**src/rtl/core/lpht_pkg.sv**
```systemverilog
// ----------------------------------------------------------------------------
// lpht_pkg
// Shared sizes, codes, types and helpers for the linear probe hash table.
// ----------------------------------------------------------------------------
package lpht_pkg;

    // table geometry
    localparam int SLOTS     = 13;
    localparam int KEY_BITS  = 16;
    localparam int SLOT_BITS = $clog2(SLOTS);

    // field widths of the result
    localparam int OUT_SLOT_W = 4;
    localparam int STATUS_W   = 2;
    localparam int OP_W       = 2;

    // operation codes
    localparam logic [OP_W-1:0] OP_CLEAR  = 2'd0;
    localparam logic [OP_W-1:0] OP_INSERT = 2'd1;
    localparam logic [OP_W-1:0] OP_SEARCH = 2'd2;

    // status codes
    localparam logic [STATUS_W-1:0] ST_DONE  = 2'd0;
    localparam logic [STATUS_W-1:0] ST_FOUND = 2'd1;
    localparam logic [STATUS_W-1:0] ST_MISS  = 2'd2;
    localparam logic [STATUS_W-1:0] ST_FULL  = 2'd3;

    // home slot folding: key is split into nibbles, each weighted by 16^i mod SLOTS
    localparam int NIB       = (KEY_BITS + 3) / 4;
    localparam int KEY_PAD_W = NIB * 4;
    localparam int SUM_MAX   = NIB * 15 * (SLOTS - 1);
    localparam int SUM_W     = $clog2(SUM_MAX + 1);
    localparam int QB        = $clog2(NIB * 15 + 1);
    localparam int RED_W     = SUM_W + 2;

    // command queue between front and back
    localparam int QDEPTH = 2;
    localparam int QPTR_W = $clog2(QDEPTH);
    localparam int QCNT_W = $clog2(QDEPTH + 1);

    typedef logic [KEY_BITS-1:0]   t_key;
    typedef logic [SLOT_BITS-1:0]  t_idx;
    typedef logic [OUT_SLOT_W-1:0] t_oslot;
    typedef logic [KEY_PAD_W-1:0]  t_kpad;
    typedef logic [SUM_W-1:0]      t_sum;
    typedef logic [RED_W-1:0]      t_red;

    typedef struct packed {
        logic [OP_W-1:0] op;
        t_key            key;
        t_idx            home;
    } t_cmd;

    // weight of nibble idx: 16^idx mod SLOTS
    function automatic int nib_weight(input int idx);
        int w;
        w = 1;
        for (int j = 0; j < idx; j++) begin
            w = (w * 16) % SLOTS;
        end
        return w;
    endfunction

endpackage

```
**src/rtl/core/lpht_ram.sv**
```systemverilog
// ----------------------------------------------------------------------------
// lpht_ram
// Generic single write port, single read port RAM with registered read data.
// ----------------------------------------------------------------------------
module lpht_ram #(
    parameter int WIDTH = 16,
    parameter int DEPTH = 13
) (
    input  logic                     i_clk,
    input  logic                     i_we,
    input  logic [$clog2(DEPTH)-1:0] i_waddr,
    input  logic [WIDTH-1:0]         i_wdata,
    input  logic                     i_re,
    input  logic [$clog2(DEPTH)-1:0] i_raddr,
    output logic [WIDTH-1:0]         o_rdata
);

    logic [WIDTH-1:0] r_mem [DEPTH];
    logic [WIDTH-1:0] r_rdata;

    // write port
    always_ff @(posedge i_clk) begin
        if (i_we) begin
            r_mem[i_waddr] <= i_wdata;
        end
    end

    // registered read port
    always_ff @(posedge i_clk) begin
        if (i_re) begin
            r_rdata <= r_mem[i_raddr];
        end
    end

    assign o_rdata = r_rdata;

endmodule

```
**src/rtl/core/lpht_front.sv**
```systemverilog
// ----------------------------------------------------------------------------
// lpht_front
// Accepts requests, folds the key into its home slot and queues the command.
// ----------------------------------------------------------------------------
module lpht_front (
    input  logic                               i_clk,
    input  logic                               i_rst_n,
    input  logic                               i_push,
    input  logic [lpht_pkg::OP_W-1:0]          i_op,
    input  lpht_pkg::t_key                     i_key,
    output logic                               o_full,
    input  logic                               i_q_full,
    output logic                               o_q_push,
    output lpht_pkg::t_cmd                     o_q_cmd
);

    logic                      r_vld, n_vld;
    logic [lpht_pkg::OP_W-1:0] r_op;
    lpht_pkg::t_key            r_key;
    lpht_pkg::t_sum            r_sum, n_sum;
    lpht_pkg::t_kpad           kpad;
    lpht_pkg::t_red            red;
    logic                      accept;

    assign o_full   = r_vld & i_q_full;
    assign accept   = i_push & ~o_full;
    assign o_q_push = r_vld & ~i_q_full;

    // weighted nibble sum, congruent to the key modulo the table size
    always_comb begin
        kpad  = lpht_pkg::t_kpad'(i_key);
        n_sum = '0;
        for (int i = 0; i < lpht_pkg::NIB; i++) begin
            n_sum = n_sum + lpht_pkg::t_sum'(kpad[4*i +: 4])
                          * lpht_pkg::t_sum'(lpht_pkg::nib_weight(i));
        end
    end

    // reduce the folded sum below the table size by shifted subtraction
    always_comb begin
        red = lpht_pkg::t_red'(r_sum);
        for (int j = lpht_pkg::QB - 1; j >= 0; j--) begin
            if (red >= (lpht_pkg::t_red'(lpht_pkg::SLOTS) << j)) begin
                red = red - (lpht_pkg::t_red'(lpht_pkg::SLOTS) << j);
            end
        end
    end

    assign o_q_cmd.op   = r_op;
    assign o_q_cmd.key  = r_key;
    assign o_q_cmd.home = red[lpht_pkg::SLOT_BITS-1:0];

    // holding register valid
    always_comb begin
        n_vld = r_vld;
        if (accept) begin
            n_vld = 1'b1;
        end else if (o_q_push) begin
            n_vld = 1'b0;
        end
    end

    always_ff @(posedge i_clk) begin
        if (!i_rst_n) begin
            r_vld <= 1'b0;
        end else begin
            r_vld <= n_vld;
        end
    end

    // request payload
    always_ff @(posedge i_clk) begin
        if (accept) begin
            r_op  <= i_op;
            r_key <= i_key;
            r_sum <= n_sum;
        end
    end

endmodule

```
**src/rtl/core/lpht_fifo.sv**
```systemverilog
// ----------------------------------------------------------------------------
// lpht_fifo
// Short command queue that decouples the front from the probe engine.
// ----------------------------------------------------------------------------
module lpht_fifo (
    input  logic           i_clk,
    input  logic           i_rst_n,
    input  logic           i_push,
    input  lpht_pkg::t_cmd i_cmd,
    output logic           o_full,
    input  logic           i_pop,
    output lpht_pkg::t_cmd o_cmd,
    output logic           o_empty
);

    lpht_pkg::t_cmd                r_mem [lpht_pkg::QDEPTH];
    logic [lpht_pkg::QPTR_W-1:0]   r_wr, n_wr;
    logic [lpht_pkg::QPTR_W-1:0]   r_rd, n_rd;
    logic [lpht_pkg::QCNT_W-1:0]   r_cnt, n_cnt;
    logic                          do_push, do_pop;

    assign o_full  = (r_cnt == lpht_pkg::QCNT_W'(lpht_pkg::QDEPTH));
    assign o_empty = (r_cnt == '0);
    assign do_push = i_push & ~o_full;
    assign do_pop  = i_pop & ~o_empty;
    assign o_cmd   = r_mem[r_rd];

    // pointer and count update
    always_comb begin
        n_wr  = r_wr;
        n_rd  = r_rd;
        n_cnt = r_cnt;
        if (do_push) begin
            n_wr = (r_wr == lpht_pkg::QPTR_W'(lpht_pkg::QDEPTH - 1)) ? '0 : r_wr + 1'b1;
        end
        if (do_pop) begin
            n_rd = (r_rd == lpht_pkg::QPTR_W'(lpht_pkg::QDEPTH - 1)) ? '0 : r_rd + 1'b1;
        end
        case ({do_push, do_pop})
            2'b10:   n_cnt = r_cnt + 1'b1;
            2'b01:   n_cnt = r_cnt - 1'b1;
            default: n_cnt = r_cnt;
        endcase
    end

    always_ff @(posedge i_clk) begin
        if (!i_rst_n) begin
            r_wr  <= '0;
            r_rd  <= '0;
            r_cnt <= '0;
        end else begin
            r_wr  <= n_wr;
            r_rd  <= n_rd;
            r_cnt <= n_cnt;
        end
    end

    // entry storage
    always_ff @(posedge i_clk) begin
        if (do_push) begin
            r_mem[r_wr] <= i_cmd;
        end
    end

endmodule

```
**src/rtl/core/lpht_back.sv**
```systemverilog
// ----------------------------------------------------------------------------
// lpht_back
// Probe engine: walks the table one slot at a time and holds the result.
// ----------------------------------------------------------------------------
module lpht_back (
    input  logic           i_clk,
    input  logic           i_rst_n,
    input  lpht_pkg::t_cmd i_cmd,
    input  logic           i_q_empty,
    output logic           o_q_pop,
    output logic           o_empty,
    input  logic           i_pop,
    output lpht_pkg::t_oslot                  o_slot,
    output logic [lpht_pkg::STATUS_W-1:0]     o_status
);

    typedef enum logic [3:0] {
        S_IDLE = 4'b0001,
        S_INS  = 4'b0010,
        S_RD   = 4'b0100,
        S_CMP  = 4'b1000
    } t_state;

    localparam lpht_pkg::t_idx LAST = lpht_pkg::t_idx'(lpht_pkg::SLOTS - 1);

    t_state                          r_state, n_state;
    logic [lpht_pkg::SLOTS-1:0]      r_used, n_used;
    lpht_pkg::t_idx                  r_idx, n_idx;
    lpht_pkg::t_idx                  r_cnt, n_cnt;
    lpht_pkg::t_key                  r_key, n_key;
    logic                            r_out_vld, n_out_vld;
    lpht_pkg::t_oslot                r_out_slot, n_out_slot;
    logic [lpht_pkg::STATUS_W-1:0]   r_out_status, n_out_status;
    logic                            out_free;
    logic                            emit;
    lpht_pkg::t_oslot                emit_slot;
    logic [lpht_pkg::STATUS_W-1:0]   emit_status;
    logic                            ram_we, ram_re;
    lpht_pkg::t_key                  ram_rdata;
    lpht_pkg::t_idx                  idx_next;

    assign out_free = ~r_out_vld | i_pop;
    assign idx_next = (r_idx == LAST) ? '0 : r_idx + 1'b1;

    // stored keys
    lpht_ram #(
        .WIDTH (lpht_pkg::KEY_BITS),
        .DEPTH (lpht_pkg::SLOTS)
    ) u_key_ram (
        .i_clk   (i_clk),
        .i_we    (ram_we),
        .i_waddr (r_idx),
        .i_wdata (r_key),
        .i_re    (ram_re),
        .i_raddr (r_idx),
        .o_rdata (ram_rdata)
    );

    // probe sequencer
    always_comb begin
        n_state     = r_state;
        n_used      = r_used;
        n_idx       = r_idx;
        n_cnt       = r_cnt;
        n_key       = r_key;
        o_q_pop     = 1'b0;
        emit        = 1'b0;
        emit_slot   = '0;
        emit_status = lpht_pkg::ST_DONE;
        ram_we      = 1'b0;
        ram_re      = 1'b0;
        case (r_state)
            S_IDLE: begin
                if (!i_q_empty) begin
                    case (i_cmd.op)
                        lpht_pkg::OP_INSERT: begin
                            o_q_pop = 1'b1;
                            n_key   = i_cmd.key;
                            n_idx   = i_cmd.home;
                            n_cnt   = '0;
                            n_state = S_INS;
                        end
                        lpht_pkg::OP_SEARCH: begin
                            o_q_pop = 1'b1;
                            n_key   = i_cmd.key;
                            n_idx   = i_cmd.home;
                            n_cnt   = '0;
                            n_state = S_RD;
                        end
                        default: begin
                            // clear or unused code: answer at once
                            if (out_free) begin
                                o_q_pop = 1'b1;
                                emit    = 1'b1;
                                if (i_cmd.op == lpht_pkg::OP_CLEAR) begin
                                    n_used = '0;
                                end
                            end
                        end
                    endcase
                end
            end
            S_INS: begin
                if (!r_used[r_idx]) begin
                    if (out_free) begin
                        ram_we        = 1'b1;
                        n_used[r_idx] = 1'b1;
                        emit          = 1'b1;
                        emit_slot     = lpht_pkg::t_oslot'(r_idx);
                        n_state       = S_IDLE;
                    end
                end else if (r_cnt == LAST) begin
                    if (out_free) begin
                        emit        = 1'b1;
                        emit_status = lpht_pkg::ST_FULL;
                        n_state     = S_IDLE;
                    end
                end else begin
                    n_idx = idx_next;
                    n_cnt = r_cnt + 1'b1;
                end
            end
            S_RD: begin
                if (!r_used[r_idx]) begin
                    if (out_free) begin
                        emit        = 1'b1;
                        emit_status = lpht_pkg::ST_MISS;
                        n_state     = S_IDLE;
                    end
                end else begin
                    ram_re  = 1'b1;
                    n_state = S_CMP;
                end
            end
            S_CMP: begin
                if (ram_rdata == r_key) begin
                    if (out_free) begin
                        emit        = 1'b1;
                        emit_slot   = lpht_pkg::t_oslot'(r_idx);
                        emit_status = lpht_pkg::ST_FOUND;
                        n_state     = S_IDLE;
                    end
                end else if (r_cnt == LAST) begin
                    if (out_free) begin
                        emit        = 1'b1;
                        emit_status = lpht_pkg::ST_MISS;
                        n_state     = S_IDLE;
                    end
                end else begin
                    n_idx   = idx_next;
                    n_cnt   = r_cnt + 1'b1;
                    n_state = S_RD;
                end
            end
            default: begin
                n_state = S_IDLE;
            end
        endcase
    end

    // result register
    always_comb begin
        n_out_vld    = r_out_vld;
        n_out_slot   = r_out_slot;
        n_out_status = r_out_status;
        if (emit) begin
            n_out_vld    = 1'b1;
            n_out_slot   = emit_slot;
            n_out_status = emit_status;
        end else if (i_pop) begin
            n_out_vld = 1'b0;
        end
    end

    always_ff @(posedge i_clk) begin
        if (!i_rst_n) begin
            r_state   <= S_IDLE;
            r_used    <= '0;
            r_out_vld <= 1'b0;
        end else begin
            r_state   <= n_state;
            r_used    <= n_used;
            r_out_vld <= n_out_vld;
        end
    end

    always_ff @(posedge i_clk) begin
        r_idx        <= n_idx;
        r_cnt        <= n_cnt;
        r_key        <= n_key;
        r_out_slot   <= n_out_slot;
        r_out_status <= n_out_status;
    end

    assign o_empty  = ~r_out_vld;
    assign o_slot   = r_out_slot;
    assign o_status = r_out_status;

endmodule

```
**src/rtl/core/linear_probe_hash_table_top.sv**
```systemverilog
// A request passes through the front holding register and the command queue
// into the probe engine, which registers the result. The probe engine handles
// one request at a time, one slot per cycle on insert, and on search a read
// state and a compare state per slot (registered key read); further requests
// wait in the front and the queue while the engine is busy.
// Reset is synchronous: queues empty, every slot empty, stored keys unchanged.
// ----------------------------------------------------------------------------
// linear_probe_hash_table_top
// Open addressing hash table with linear probing: clear, insert, search.
// ----------------------------------------------------------------------------
module linear_probe_hash_table_top (
    input  logic                             i_clk,
    input  logic                             i_rst_n,
    input  logic                             push,
    output logic                             full,
    input  logic [lpht_pkg::OP_W-1:0]        i_op,
    input  lpht_pkg::t_key                   i_key,
    output logic                             empty,
    input  logic                             pop,
    output lpht_pkg::t_oslot                 o_slot,
    output logic [lpht_pkg::STATUS_W-1:0]    o_status
);

    logic           q_push, q_full, q_pop, q_empty;
    lpht_pkg::t_cmd q_in, q_out;

    // request intake and home slot
    lpht_front u_front (
        .i_clk    (i_clk),
        .i_rst_n  (i_rst_n),
        .i_push   (push),
        .i_op     (i_op),
        .i_key    (i_key),
        .o_full   (full),
        .i_q_full (q_full),
        .o_q_push (q_push),
        .o_q_cmd  (q_in)
    );

    // command queue
    lpht_fifo u_fifo (
        .i_clk   (i_clk),
        .i_rst_n (i_rst_n),
        .i_push  (q_push),
        .i_cmd   (q_in),
        .o_full  (q_full),
        .i_pop   (q_pop),
        .o_cmd   (q_out),
        .o_empty (q_empty)
    );

    // probe engine and result register
    lpht_back u_back (
        .i_clk     (i_clk),
        .i_rst_n   (i_rst_n),
        .i_cmd     (q_out),
        .i_q_empty (q_empty),
        .o_q_pop   (q_pop),
        .o_empty   (empty),
        .i_pop     (pop),
        .o_slot    (o_slot),
        .o_status  (o_status)
    );

endmodule

```
**config.mk**
```make
export PLATFORM = sky130hd
export DESIGN_NAME = linear_probe_hash_table_top
export DESIGN_NICKNAME = d
export VERILOG_FILES = /design/src/rtl/core/lpht_pkg.sv /design/src/rtl/core/lpht_ram.sv /design/src/rtl/core/lpht_front.sv /design/src/rtl/core/lpht_fifo.sv /design/src/rtl/core/lpht_back.sv /design/src/rtl/core/linear_probe_hash_table_top.sv
export SDC_FILE = /design/constraint.sdc
export NUM_CORES = 1
export LEC_CHECK = 0
export BUFFER_PORTS_ARGS = -buffer_cell sky130_fd_sc_hd__buf_2
export CAP_MARGIN = 0
export CORE_ASPECT_RATIO = 0.8
export CORE_UTILIZATION = 37
export DETAILED_ROUTE_END_ITERATION = 16
export GPL_TIMING_DRIVEN = 1
export PLACE_DENSITY = 0.52
export SLEW_MARGIN = 20
export SYNTH_ARGS = -nofsm -noshare
export SYNTH_HDL_FRONTEND = slang
export SYNTH_SLANG_ARGS = --single-unit
```
**constraint.sdc**
```tcl
create_clock -name i_clk -period 6.51 [get_ports i_clk]
set_input_delay 0.651 -clock i_clk [delete_from_list [all_inputs] [get_ports i_clk]]
set_output_delay 0.651 -clock i_clk [all_outputs]
set_load 0.01 [all_outputs]
```
# Word level (Yosys, flattened, before mapping)
# Memories as Yosys holds them, arrays and structs flattened. A register that Yosys moved wholly into a read port is not among the register bits.
# Index checks and enable logic that the tools add are counted.
[word_totals] n_memories=2 ramBits=252 wordCells=168 reg_bits=81 inputBits=22
[op_classes] n_addsub=15 eq_ne=23 n_lt_le_gt_ge=8 bitwise_logic=11 mul=2 n_reduce_logical=13 n_mux=79
[mem_list] memory="u_back.u_key_ram.r_mem" depth=13 width=16 rd=1 rd_clocked_by_memory_dff=1 write_ports=1 line_no="lpht_ram.sv:18" source="logic [WIDTH-1:0] r_mem [DEPTH];"
[mem_list] memory="u_fifo.r_mem" depth=2 width=22 rd=1 rd_clocked_by_memory_dff=1 write_ports=1 line_no="lpht_fifo.sv:16" source="lpht_pkg::t_cmd r_mem [lpht_pkg::QDEPTH];"
[ops] op="4-bit 2-to-1 mux" n=22
[ops] op="13-bit 2-to-1 mux" n=6
[ops] op="12-bit 2-to-1 mux" n=5
[ops] op="1-bit 2-to-1 mux" n=28
[ops] op="13-bit one-hot mux with 2 select lines" n=1
[ops] op="4-bit one-hot mux with 3 select lines" n=2
[ops] op="16-bit equality test" n=1
[ops] op="4-bit one-hot mux with 2 select lines" n=2
[ops] op="4-bit one-hot mux with 4 select lines" n=1
[ops] op="2-bit 2-to-1 mux" n=7
[ops] op="13-bit bitwise OR" n=1
[ops] op="4-bit equality test, second input constant" n=3
[ops] op="12-bit by 4-bit >= comparator with 1-bit output, second input constant" n=1
[ops] op="12-bit by 5-bit >= comparator with 1-bit output, second input constant" n=1
[ops] op="12-bit by 6-bit >= comparator with 1-bit output, second input constant" n=1
[ops] op="12-bit by 7-bit >= comparator with 1-bit output, second input constant" n=1
[ops] op="12-bit by 8-bit >= comparator with 1-bit output, second input constant" n=1
[ops] op="12-bit by 5-bit subtractor with 12-bit output, second input constant" n=1
[ops] op="12-bit by 6-bit subtractor with 12-bit output, second input constant" n=1
[ops] op="12-bit by 7-bit subtractor with 12-bit output, second input constant" n=1
[ops] op="12-bit by 8-bit subtractor with 12-bit output, second input constant" n=1
[ops] op="10-bit by 9-bit subtractor with 11-bit output, second input constant" n=1
[ops] op="10-bit by 4-bit adder with 10-bit output" n=1
[ops] op="10-bit by 8-bit adder with 10-bit output" n=1
[ops] op="35 further kinds" n=60

# Logic depth before layout (Yosys ltp)
[depth] ltp_word=12 mapped_depth=30 ltp_nobuf=27

# Modules after synthesis
# From an unflattened synthesis, not the netlist that was laid out.
[unflattened] hier_cells=977 hier_area_um2=15702.6
[by_module_without_submodules] module="lpht_ram" seq_area_each_um2=6726.5 area_per_inst_um2=8490.6 cells_each=361 n_inst=1
[by_module_without_submodules] module="lpht_front" seq_area_each_um2=830.8 area_per_inst_um2=2866.5 cells_each=280 n_inst=1
[by_module_without_submodules] module="lpht_back" seq_area_each_um2=1261.2 area_per_inst_um2=2529.9 cells_each=242 n_inst=1
[by_module_without_submodules] module="lpht_fifo" seq_area_each_um2=1421.4 area_per_inst_um2=1815.5 cells_each=94 n_inst=1

# Worst setup path before layout
# No wires, ideal clock.
[synth_path] kind="register to register" from="register u_front.r_sum[5]" to="memory u_fifo.r_mem[0][3] (netlist bit) (data pin)" required_ps=6246 setup_time_ps=264 stages_incl_launch_ff=28 setup_slack_ps=388 n_path_buf=1 t_arrival_ps=5858 period_less_slack_ps=6122 path_cell_list="edfxtp_1 -> buf_2 -> inv_1 -> ha_1 -> nand3b_1 -> nor2_1 -> nor2_1 -> a2111oi_0 -> ha_1 -> nand2_1 -> nand2_1 -> o311a_1 -> o21bai_1 -> mux2_4 -> a2111oi_0 -> xnor2_1 -> and3_1 -> nand2_1 -> xnor2_1 -> ha_1 -> nand2b_1 -> nand3_1 -> and4_1 -> a32oi_1 -> nor4_4 -> or3_1 -> o221ai_2 -> xnor2_1"
[synth_rtl] element="from (decl)" line_no="lpht_front.sv:20" source="lpht_pkg::t_sum r_sum, n_sum;"
[synth_rtl] element="from (signal assigned)" line_no="lpht_front.sv:76" source="r_sum <= n_sum;"
[synth_rtl] element="to (decl)" line_no="lpht_fifo.sv:16"

==> results_dict.tcl <==
set metrics [dict create \
    finClkSkew_ns 0.0252 \
    met2_length_microns 14200 \
    grt_first_pass_wirelength_microns 49700 \
    area_growth_pct 13.3 \
    cp_data_required_time_ns 6.78 \
    critical-path-slowest-cell "or3_1" \
    overflow 0 \
    synth_edf_count 325 \
    drc 0 \
    yosysWarnings 0 \
    place_area_sq_um 16300 \
    crit_buf_inv 3 \
    drt_iter0_drc 625 \
    diodes 0 \
    drt.antenna.violating_nets 0 \
    antenna_found_initial 4 \
    grt_max_degree 41 \
    clock_latency_ns 0.53 \
    coreArea_sq_um 40900 \
    critPathTopFamily "simple AND/OR/NAND/NOR gates" \
    synth_seq_cells 349 \
    pin_count 30 \
    tightest_slew_ns 1.08 \
    die_y_microns 185 \
    maxCapViolCount 0 \
    async_flop_share 0 \
    wl_microns 32200 \
    post-dp-hpwl_microns 19900 \
    slew_headroom 0.278 \
    highest_layer "met4" \
    min_period_ns 5.99 \
    numCtsBuffers 35 \
    clkPwrFrac 0.251 \
    power_density_nw_per_um2 452 \
    hold_viol_final 0 \
    finalSetupViolations 0 \
    yosys-top-cells-area "edfxtp_1, mux4_2, dfxtp_1, ha_1, fa_1" \
    drtPass1Iterations 5 \
    vias 8168 \
    wl_per_cell_microns 20.7 \
    synth_fp_nets 997 \
    ys_seq_area_frac 0.664 \
    setup-tns-final_ns 0 \
    max_freq_mhz 167 \
    grt_util_all_layers 0.156 \
    layout-drive-gt1-share 0.221 \
    crit_type "register to register" \
    worst-path-max-fanout 7 \
    path_clk_slew_ns 0.06 \
    root_buffer "clkbuf_16" \
    cts_tree "done" \
    reg2regPathDepth 29 \
    p_leak_nw 5.90 \
    vias_per_cell 5.24 \
    startpoint_type "register" \
    final_core_util 0.427 \
    gp_congestion 0.819 \
    fin_crit_sh 0.919 \
    clk_path_buf_depth 3 \
    status "completed" \
    cts_max_level 2 \
    p_sw_mw 2.60 \
    end_kind "register" \
    whs_ns 0.298 \
    cts_hold_buffers 0 \
    drv_slew 0 \
    fin_nets 1057 \
    grt_pass1_vias 8062 \
    power_frac_seq 0.389 \
    power_frac_comb 0.361 \
    rsz0062_at_grt "false" \
    peakVddDrop_mv 0.202 \
    yosysMostFrequentCell "edfxtp_1" \
    yosys.area.top_type_share 0.633 \
    synth_area_leader_cell "edfxtp_1" \
    whs_path_depth 1 \
    design_area_sq_um 17500 \
    synthFlopType "edfxtp_1" \
    cts_sinks 349 \
    cp.depth 29 \
    die_w_microns 230 \
    die-area_sq_um 42500 \
    syn_area_sq_um 15400 \
    avgSynthCellArea_sq_um 16.5 \
    placementRows 66 \
    p_int_mw 5.29 \
    critPathMaxStageDelay_ns 0.48 \
    critPathArrivalTime_ns 6.26 \
    met1_length_microns 16200 \
    p_sw_frac 0.329 \
    synthCells 932 \
    initial_core_util 0.377 \
    synth_cell_types 77 \
    synthTopCellsByCount "edfxtp_1, mux4_2, nor2_1, a21oi_1, inv_1" \
    portBuffers 29 \
    holdCritPathClass "input pin to register" \
    route.met3.wl_microns 1280 \
]
==> sequential cells by signal (all words and copies together) (netlist names), named ones only <==
name                      cells
u_back.r_cnt                  4
u_front.r_vld                 1
u_back.r_out_vld              1
u_fifo.r_cnt                  2
u_front.r_op                  2
u_back.o_slot                 4
u_back.r_used                13
u_back.r_state                4
u_back.u_key_ram.o_rdata     16
u_back.o_status               2
u_fifo.r_mem                 44
u_fifo.r_wr                   1
u_front.r_key                16
u_front.r_sum                 9
u_back.r_key                 16
u_back.r_idx                  4
u_fifo.r_rd                   1
u_back.u_key_ram.r_mem      208
==> metrics by stage <==
step | worst slack, ns | power (mW) | instances
floorplan | 0.388 | 5.20 | 932
global placement | 0.233 | 5.90 | 1497
detailed placement | 0.157 | 5.91 | 1497
CTS | 0.131 | 7.91 | 1557
global route | 0.0795 | 8.36 | 1559
finish | 0.525 | 7.89 | 1559
==> layer usage <==
layer / global-route usage / vias to the layer above
met2: 0.230 / 179
li1: - / 3776
met5: 0 / -
met1: 0.238 / 4173
met4: 0.0416 / 0
met3: 0.0226 / 40
==> cell usage in the layout, fill, tap and decap left out, drive strengths merged, types with 3 or more instances in the layout <==
master	n
o21a	7
xor2	21
nor3	8
nor2	48
fa	10
nor4b	4
nor3b	5
a2111oi	5
nand4	3
a31oi	4
clkbuf	44
nor4	7
buf	60
nor2b	8
and2	25
o21bai	4
nand2	32
a21o	8
mux2i	12
mux2	18
inv	36
a21boi	5
a21oi	38
and3	9
nand3	17
o21ai	24
or2	3
o22ai	5
dfxtp	24
xnor2	17
and3b	3
clkinv	11
mux4	68
edfxtp	325
ha	33
nand2b	11
or3	6
bufinv	3
nand3b	6
==> logic make-up after synthesis <==
family	after synthesis	synth area share
fa+ha+maj	43	0.0398
buf+inv	72	0.0196
simple gates	204	0.0745
xor+xnor	38	0.0216
compound gates	128	0.0597
flops	349	0.664
mux	98	0.121
==> repair_timing <==
item,in CTS,in global routing
setup buffers,0,0
resized for setup,0,7
setup endpoints to repair,0,8
==> area by class of cell <==
| cell class | instances | area (sq um) |
|---|---|---|
| Fill cell | 3649 | 23400 |
| Sequential cell | 349 | 10200 |
| Multi-Input combinational cell | 511 | 4910 |
| Clock buffer | 44 | 952 |
| Tap cell | 544 | 681 |
| Timing Repair Buffer | 60 | 393 |
| Clock inverter | 16 | 163 |
| Inverter | 35 | 131 |
==> path summary, 6_finish.rpt <==
kind	slack [ns]	start	endpoint
max	0.52	u_front.r_sum[6]$_DFFE_PP_	u_fifo.r_mem[0][3]$_DFFE_PP_
min	0.30	i_op[0]	u_front.r_op[0]$_DFFE_PP_
max reg2reg	0.52	u_front.r_sum[6]$_DFFE_PP_	u_fifo.r_mem[0][3]$_DFFE_PP_
min reg2reg	0.44	u_front.r_key[6]$_DFFE_PP_	u_fifo.r_mem[0][10]$_DFFE_PP_
==> power by group through the flow <==
| stage | Clock [mW] | Sequential, mW | Combinational (mW) |
|---|---|---|---|
| global placement | 0 | 3.12 | 2.78 |
| detailed placement | 0 | 3.13 | 2.78 |
| global route | 2.11 | 3.10 | 3.15 |
| floorplan | 0 | 3.02 | 2.19 |
| finish | 1.98 | 3.07 | 2.84 |
| CTS | 2.03 | 3.08 | 2.80 |
Note: power is estimated with default switching activity, not from simulation.
